===== config.mk =====
export PLATFORM = sky130hd
export DESIGN_NAME = ptw_ctrl
export DESIGN_NICKNAME = d
export VERILOG_FILES = /design/src/hdl/ptw_pkg.sv /design/src/hdl/ptw_ctrl.sv
export SDC_FILE = /design/constraint.sdc
export NUM_CORES = 1
export LEC_CHECK = 0
export ABC_AREA = 0
export BUFFER_PORTS_ARGS = -buffer_cell sky130_fd_sc_hd__buf_2
export CAP_MARGIN = 20
export CORE_ASPECT_RATIO = 0.9
export CORE_MARGIN = 1
export CORE_UTILIZATION = 42
export CTS_BUF_LIST = sky130_fd_sc_hd__clkbuf_4 sky130_fd_sc_hd__clkbuf_8 sky130_fd_sc_hd__clkbuf_16
export DETAILED_ROUTE_END_ITERATION = 10
export HOLD_SLACK_MARGIN = 0.02
export PLACE_DENSITY = 0.71
export RECOVER_POWER = 25
export SETUP_SLACK_MARGIN = 0.1
export SYNTH_ARGS = -nofsm -noshare
export SYNTH_HDL_FRONTEND = slang
export SYNTH_SLANG_ARGS = --single-unit

===== constraint.sdc =====
create_clock -name clk -period 6.01 [get_ports clk]
set_input_delay 0 -clock clk [delete_from_list [all_inputs] [get_ports clk]]
set_output_delay 0 -clock clk [all_outputs]
set_load 0.1 [all_outputs]

===== src/hdl/ptw_pkg.sv =====
// Package for the four-level page-table walker: sizes, entry bits, opcodes,
// status codes, controller states and the structs passed between modules.
// Depends on nothing.
package ptw_pkg;

  localparam int NUM_TABLES = 16;
  localparam int VA_BITS    = 48;
  localparam int FRAME_BITS = 40;

  localparam int TBL_W  = $clog2(NUM_TABLES);
  localparam int IDX_W  = 9;
  localparam int ADDR_W = TBL_W + IDX_W;
  localparam int DEPTH  = NUM_TABLES * 512;

  localparam logic [63:0] PTE_P   = 64'h1;
  localparam logic [63:0] PTE_W   = 64'h2;
  localparam logic [63:0] PTE_U   = 64'h4;
  localparam logic [63:0] PTE_A   = 64'h20;
  localparam logic [63:0] PTE_D   = 64'h40;
  localparam logic [63:0] PTE_UWP = PTE_U | PTE_W | PTE_P;

  typedef enum logic [2:0] {
    OP_LOOKUP   = 3'd0,
    OP_MAP      = 3'd1,
    OP_CLEAR_P  = 3'd2,
    OP_QUERY_D  = 3'd3,
    OP_WRITE_D  = 3'd4,
    OP_QUERY_A  = 3'd5,
    OP_WRITE_A  = 3'd6,
    OP_NEW_ROOT = 3'd7
  } op_t;

  localparam logic [1:0] ST_OK   = 2'd0;
  localparam logic [1:0] ST_NONE = 2'd1;
  localparam logic [1:0] ST_FULL = 2'd2;

  typedef enum logic [2:0] {
    S_IDLE,
    S_READ,
    S_EVAL,
    S_CLEAR,
    S_ROLLBACK,
    S_DONE
  } state_t;

  typedef struct packed {
    logic [2:0]  opcode;
    logic [3:0]  root_table;
    logic [47:0] virt_addr;
    logic [39:0] phys_frame;
    logic        flag_value;
  } req_t;

  typedef struct packed {
    logic [1:0]  status;
    logic [51:0] phys_addr;
    logic        bit_value;
    logic        invalidate;
    logic [47:0] invalidate_page;
    logic [3:0]  new_table;
  } res_t;

  typedef struct packed {
    logic              re;
    logic              we;
    logic [ADDR_W-1:0] addr;
    logic [63:0]       wdata;
  } mem_req_t;

endpackage


===== src/hdl/ptw_ctrl.sv =====
// Walk sequencer: reads, modifies and writes entries of the table store,
// allocates, zeroes and frees tables. Depends on ptw_pkg.
module ptw_ctrl (
  input  logic              clk,
  input  logic              rst,
  input  logic              start,
  input  ptw_pkg::req_t     req,
  input  logic [4:0]        active_root,
  input  logic              res_free,
  input  logic [63:0]       mem_rdata,
  output logic              idle,
  output logic              done,
  output ptw_pkg::res_t     res,
  output ptw_pkg::mem_req_t mreq
);
  import ptw_pkg::*;

  state_t              state, state_next;
  req_t                cur, cur_next;
  res_t                res_next;
  logic [1:0]          lvl, lvl_next;
  logic [TBL_W-1:0]    tbl, tbl_next;
  logic [ADDR_W-1:0]   addr, addr_next;
  logic [NUM_TABLES-1:0] in_use, in_use_next;
  logic [TBL_W-1:0]    made [3];
  logic [TBL_W-1:0]    made_next [3];
  logic [ADDR_W-1:0]   where [3];
  logic [ADDR_W-1:0]   where_next [3];
  logic [1:0]          n, n_next;
  logic [IDX_W-1:0]    clr_cnt, clr_cnt_next;

  logic                free_found;
  logic [TBL_W-1:0]    free_id;
  logic [IDX_W-1:0]    idx;
  logic                present;
  logic                root_active;
  logic [63:0]         bitmask;

  // Lowest free table.
  always_comb begin
    free_found = 1'b0;
    free_id    = '0;
    for (int i = NUM_TABLES - 1; i >= 0; i--) begin
      if (!in_use[i]) begin
        free_found = 1'b1;
        free_id    = TBL_W'(i);
      end
    end
  end

  always_comb begin
    unique case (lvl)
      2'd0:    idx = cur.virt_addr[47:39];
      2'd1:    idx = cur.virt_addr[38:30];
      2'd2:    idx = cur.virt_addr[29:21];
      default: idx = cur.virt_addr[20:12];
    endcase
  end

  assign present     = mem_rdata[0] && (mem_rdata[51:12] < 40'(NUM_TABLES));
  assign root_active = (active_root == {1'b0, cur.root_table});
  assign bitmask     = (cur.opcode == OP_QUERY_D || cur.opcode == OP_WRITE_D) ? PTE_D : PTE_A;

  always_ff @(posedge clk) begin
    if (rst) begin
      state  <= S_IDLE;
      in_use <= '0;
    end else begin
      state  <= state_next;
      in_use <= in_use_next;
    end
    cur     <= cur_next;
    res     <= res_next;
    lvl     <= lvl_next;
    tbl     <= tbl_next;
    addr    <= addr_next;
    made    <= made_next;
    where   <= where_next;
    n       <= n_next;
    clr_cnt <= clr_cnt_next;
  end

  always_comb begin
    state_next   = state;
    cur_next     = cur;
    res_next     = res;
    lvl_next     = lvl;
    tbl_next     = tbl;
    addr_next    = addr;
    in_use_next  = in_use;
    made_next    = made;
    where_next   = where;
    n_next       = n;
    clr_cnt_next = clr_cnt;
    mreq         = '0;
    idle         = (state == S_IDLE);
    done         = (state == S_DONE);

    unique case (state)
      S_IDLE: begin
        if (start) begin
          cur_next        = req;
          res_next        = '0;
          res_next.status = ST_NONE;
          lvl_next        = '0;
          n_next          = '0;
          clr_cnt_next    = '0;
          if (req.opcode == OP_NEW_ROOT) begin
            if (free_found) begin
              in_use_next[free_id] = 1'b1;
              tbl_next             = free_id;
              res_next.status      = ST_OK;
              res_next.new_table   = 4'(free_id);
              state_next           = S_CLEAR;
            end else begin
              res_next.status = ST_FULL;
              state_next      = S_DONE;
            end
          end else if (32'(req.root_table) < NUM_TABLES) begin
            tbl_next   = TBL_W'(req.root_table);
            state_next = S_READ;
          end else begin
            state_next = S_DONE;
          end
        end
      end

      S_READ: begin
        mreq.re    = 1'b1;
        mreq.addr  = {tbl, idx};
        addr_next  = {tbl, idx};
        state_next = S_EVAL;
      end

      S_EVAL: begin
        if (lvl != 2'd3) begin
          if (present) begin
            tbl_next   = mem_rdata[12 +: TBL_W];
            lvl_next   = lvl + 2'd1;
            state_next = S_READ;
          end else if (cur.opcode == OP_MAP) begin
            if (free_found) begin
              in_use_next[free_id] = 1'b1;
              made_next[n]         = free_id;
              where_next[n]        = addr;
              n_next               = n + 2'd1;
              mreq.we              = 1'b1;
              mreq.addr            = addr;
              mreq.wdata           = (64'(free_id) << 12) | PTE_UWP;
              tbl_next             = free_id;
              lvl_next             = lvl + 2'd1;
              clr_cnt_next         = '0;
              state_next           = S_CLEAR;
            end else begin
              res_next.status = ST_FULL;
              state_next      = S_ROLLBACK;
            end
          end else begin
            state_next = S_DONE;
          end
        end else begin
          state_next = S_DONE;
          case (cur.opcode)
            OP_LOOKUP: begin
              if (mem_rdata[0]) begin
                res_next.status    = ST_OK;
                res_next.phys_addr = {mem_rdata[51:12], cur.virt_addr[11:0]};
              end
            end
            OP_MAP: begin
              mreq.we         = 1'b1;
              mreq.addr       = addr;
              mreq.wdata      = (64'(cur.phys_frame[FRAME_BITS-1:0]) << 12) | PTE_U | PTE_P
                                | (cur.flag_value ? PTE_W : 64'h0);
              res_next.status = ST_OK;
            end
            OP_CLEAR_P: begin
              if (mem_rdata[0]) begin
                mreq.we             = 1'b1;
                mreq.addr           = addr;
                mreq.wdata          = mem_rdata & ~PTE_P;
                res_next.status     = ST_OK;
                res_next.invalidate = root_active;
              end
            end
            OP_QUERY_D, OP_QUERY_A: begin
              res_next.status    = ST_OK;
              res_next.bit_value = |(mem_rdata & bitmask);
            end
            OP_WRITE_D, OP_WRITE_A: begin
              mreq.we             = 1'b1;
              mreq.addr           = addr;
              mreq.wdata          = cur.flag_value ? (mem_rdata | bitmask)
                                                   : (mem_rdata & ~bitmask);
              res_next.status     = ST_OK;
              res_next.invalidate = root_active;
            end
            default: ;
          endcase
          res_next.invalidate_page = res_next.invalidate ? {cur.virt_addr[47:12], 12'h000}
                                                         : 48'h0;
        end
      end

      S_CLEAR: begin
        mreq.we      = 1'b1;
        mreq.addr    = {tbl, clr_cnt};
        mreq.wdata   = '0;
        clr_cnt_next = clr_cnt + IDX_W'(1);
        if (&clr_cnt) begin
          state_next = (cur.opcode == OP_NEW_ROOT) ? S_DONE : S_READ;
        end
      end

      S_ROLLBACK: begin
        if (n == 2'd0) begin
          state_next = S_DONE;
        end else begin
          n_next                     = n - 2'd1;
          in_use_next[made[n - 2'd1]] = 1'b0;
          mreq.we                    = 1'b1;
          mreq.addr                  = where[n - 2'd1];
          mreq.wdata                 = '0;
        end
      end

      S_DONE: begin
        if (res_free) begin
          state_next = S_IDLE;
        end
      end

      default: state_next = S_IDLE;
    endcase
  end

  a_one_port: assert property (@(posedge clk) disable iff (rst) !(mreq.re && mreq.we))
    else $error("table store read and written in one cycle");
  a_clear_zero: assert property (@(posedge clk) disable iff (rst)
    (state == S_CLEAR) |-> (mreq.we && mreq.wdata == 64'h0))
    else $error("clearing sweep writes non-zero data");
  a_start_busy: assert property (@(posedge clk) disable iff (rst)
    (start && idle) |=> (state != S_IDLE))
    else $error("accepted request did not start");
  a_rollback_bound: assert property (@(posedge clk) disable iff (rst)
    (state == S_EVAL && lvl != 2'd3) |-> (n != 2'd3))
    else $error("more than three tables allocated by one request");

endmodule


==> results.ini <==
[sta]
tightest_slew_ns=1.26
min_period_ns=3.87
setup_viol=0
timing.slew.headroom_pct=16.2
fin_crit_sh_pct=64.3
setup_slack_ns=2.14
clock.fmax_mhz=259
hold_viol=0
rsz0062_at_grt=false
finClkSkew_ns=0.0106
tns_ns=0
slew_violations=0

[power_and_ir_drop]
p_leak_uw=0.00693
peakVddDrop_v=0.000386
powerDensity_mw_per_mm2=531

[cts]
clkLatencyLatePin_ns=0.55
htreeDepth=1
cts_tree=built
cts.clk_slew.worst_paths_ns=0.06
clock_sinks=292
cts.path.max_buffers=3
cts_root_buffer=clkbuf_16
ctsResizeCount=0
numCtsBuffers=30

[die]
die-area_mm2=0.0311
rows=60
die_height_um=167
pin_count=358
start_util_pct=42.8
die_w_um=186
core_area_mm2=0.0299

[run_status]
status=finished, final reports clean

[worst_hold_path]
hold_path.startpoint=active_root[4]
hold_path_end=res[17]
hold_depth=5
hp-class=primary input to flip-flop

[global_route]
antenna_found_initial=3
grt_pass1_vias=10000
gr-total-overflow=0
grt_usage_pct=24.6
grt_max_degree=84
grt_pass1_wl_um=58100

[yosys]
ys.flop_type=edfxtp_1
synth-edff-count=273
yosysUniqueCellTypes=63
syn_area_mm2=0.0128
synth_warnings=0
avgSynthCellArea_um2=12.9
synthArstFlopShare_pct=0
synth-seq-cells=292
syn-instance-count=988
yosysSeqAreaShare_pct=67.1

[setup_path]
cp.arrival_ns=3.87
critPathKind=flip-flop to primary output
ff2ff_setup_slack_ns=2.63
crit_path_start_kind=flip-flop
critPathMaxFanout=20
required_ns=6.01
reg2reg_to=in_use[1]
r2r-start=n[0]
r2r_cells=7
end_kind=primary output

[placed_design]
dpl.hpwl_um=26200
portBuffers=345
gp_congestion=0.901
place_ws_ns=2.71

[route]
antenna_left=0
drc=0
vias=10300
viasPerCell=5.44
wl_um=38600
first_pass_iters=5
drt_iter0_drc=1032
post_drt_wl_per_cell_um=20.5

[final_layout]
nets=1635
layout-drive-gt1-share_pct=25.3
fillCellCount=2406
syn_to_final_growth_pct=34.6
multiInputGateArea_mm2=0.00386
regArea_mm2=0.00858

[job]
drv_cap=0

[repair_timing]
action                     CTS  global route
setup endpoints to repair    0             0
hold buffers               141             0
hold endpoints to repair   161             0
setup buffers                0             0
[critical path, stage by stage (launching register included)]
cell and delay, ns:
edfxtp_1 0.49, inv_1 0.31, ha_1 1.04, nor2b_1 0.39, buf_4 0.28, a21oi_1 0.11, o22ai_1 0.16, a21o_1 0.12
buf_2 0.42
[cell type report]
cell class / count / share of cell area (%)
multi-input cells: 610 / 22.4
clock buffers: 35 / 4.68
well taps: 403 / 2.93
repair buffers: 501 / 18.5
diodes: 2 / 0.0291
clock inverters: 21 / 1.05
inverters: 22 / 0.480
flip-flops and latches: 292 / 49.9
[sequential cells by signal, indices dropped and copies added, names as in the netlist]
register and cells:
in_use 16, lvl 2, tbl 4, cur 96, state 3, addr 13
n 2, clr_cnt 9, made 12, res 96, where 39
[kinds of logic (layout without fill, tap and decap cells)]
kind of cell / Yosys count / count (layout) / share of synthesized area (%)
other cells: 1 / 14 / 0.0294
mux: 38 / 38 / 3.04
flops: 292 / 292 / 67.1
fa+ha+maj: 9 / 9 / 0.882
xor+xnor: 10 / 10 / 0.686
compound gates: 202 / 202 / 10.9
buf+inv: 97 / 579 / 3.31
simple gates: 339 / 339 / 14.0
[Yosys cell counts (all sizes together) (17+ instances only)]
master | instances | area [µm²]
nand2 | 33 | 124
and3 | 59 | 369
buf | 30 | 171
edfxtp | 273 | 8200
and2 | 54 | 338
nor2 | 99 | 372
dfxtp | 19 | 380
a21oi | 31 | 166
clkbuf | 45 | 169
mux2i | 32 | 320
nor3 | 22 | 115
o22ai | 17 | 106
inv | 22 | 82.6
o21ai | 40 | 200
a22oi | 47 | 353
[metrics by stage]
step                      util, %  hold WS [ns]  std cells  power, µW  area [µm²]
after floorplan                 -        0.0989        999       6390       12800
after global placement       49.7         0.176       1687       7200       14900
after detailed placement     49.7         0.178       1687       7240       14900
after CTS                    57.8         0.105       1884       9160       17300
after global routing         57.6         0.137       1886       9450       17200
final                        57.6         0.122       1886       9130       17200
[metal layers]
metal,up-vias,share of wire (%),track usage [%]
met5,-,0.026,0
met3,68,7.9,4.35
met2,536,49,41.5
li1,4670,-,-
met4,2,2.4,6.20
met1,4984,40,32.6
[cells in the final DEF, fill, tap and decap left out, types with 14 or more instances in the layout]
cell and n:
o21ai_0 39, inv_1 21, dfxtp_1 18, buf_2 289
dlygate4sd3_1 141, and3_1 59, edfxtp_1 273, buf_4 15
nor2b_1 16, nand3_1 14, mux2i_1 32, a22oi_1 47
nor3_1 20, and2_1 52, a21oi_1 29, clkbuf_1 55
nand2_1 33, o22ai_1 17, clkbuf_16 31, nor2_1 97
[worst max-delay path by stage]
stage              from   endpoint  slack [ns]  cells past startpoint
3_3_place_gp       n[0]  in_use[1]        2.83                      7
3_5_place_dp       n[0]   mreq[70]        2.71                      8
4_1_cts            n[0]   mreq[70]        2.13                      8
6_report           n[0]   mreq[70]        2.14                      8
2_1_floorplan  state[0]     cur[0]        0.31                      3
5_1_grt            n[0]   mreq[70]        1.91                      8
[report_power, final]
group	internal [µW]	switching (µW)
Combinational	724	3350
Sequential	2930	264
Clock	1080	769
Total	4740	4390
(Power assumes the default switching activity.)
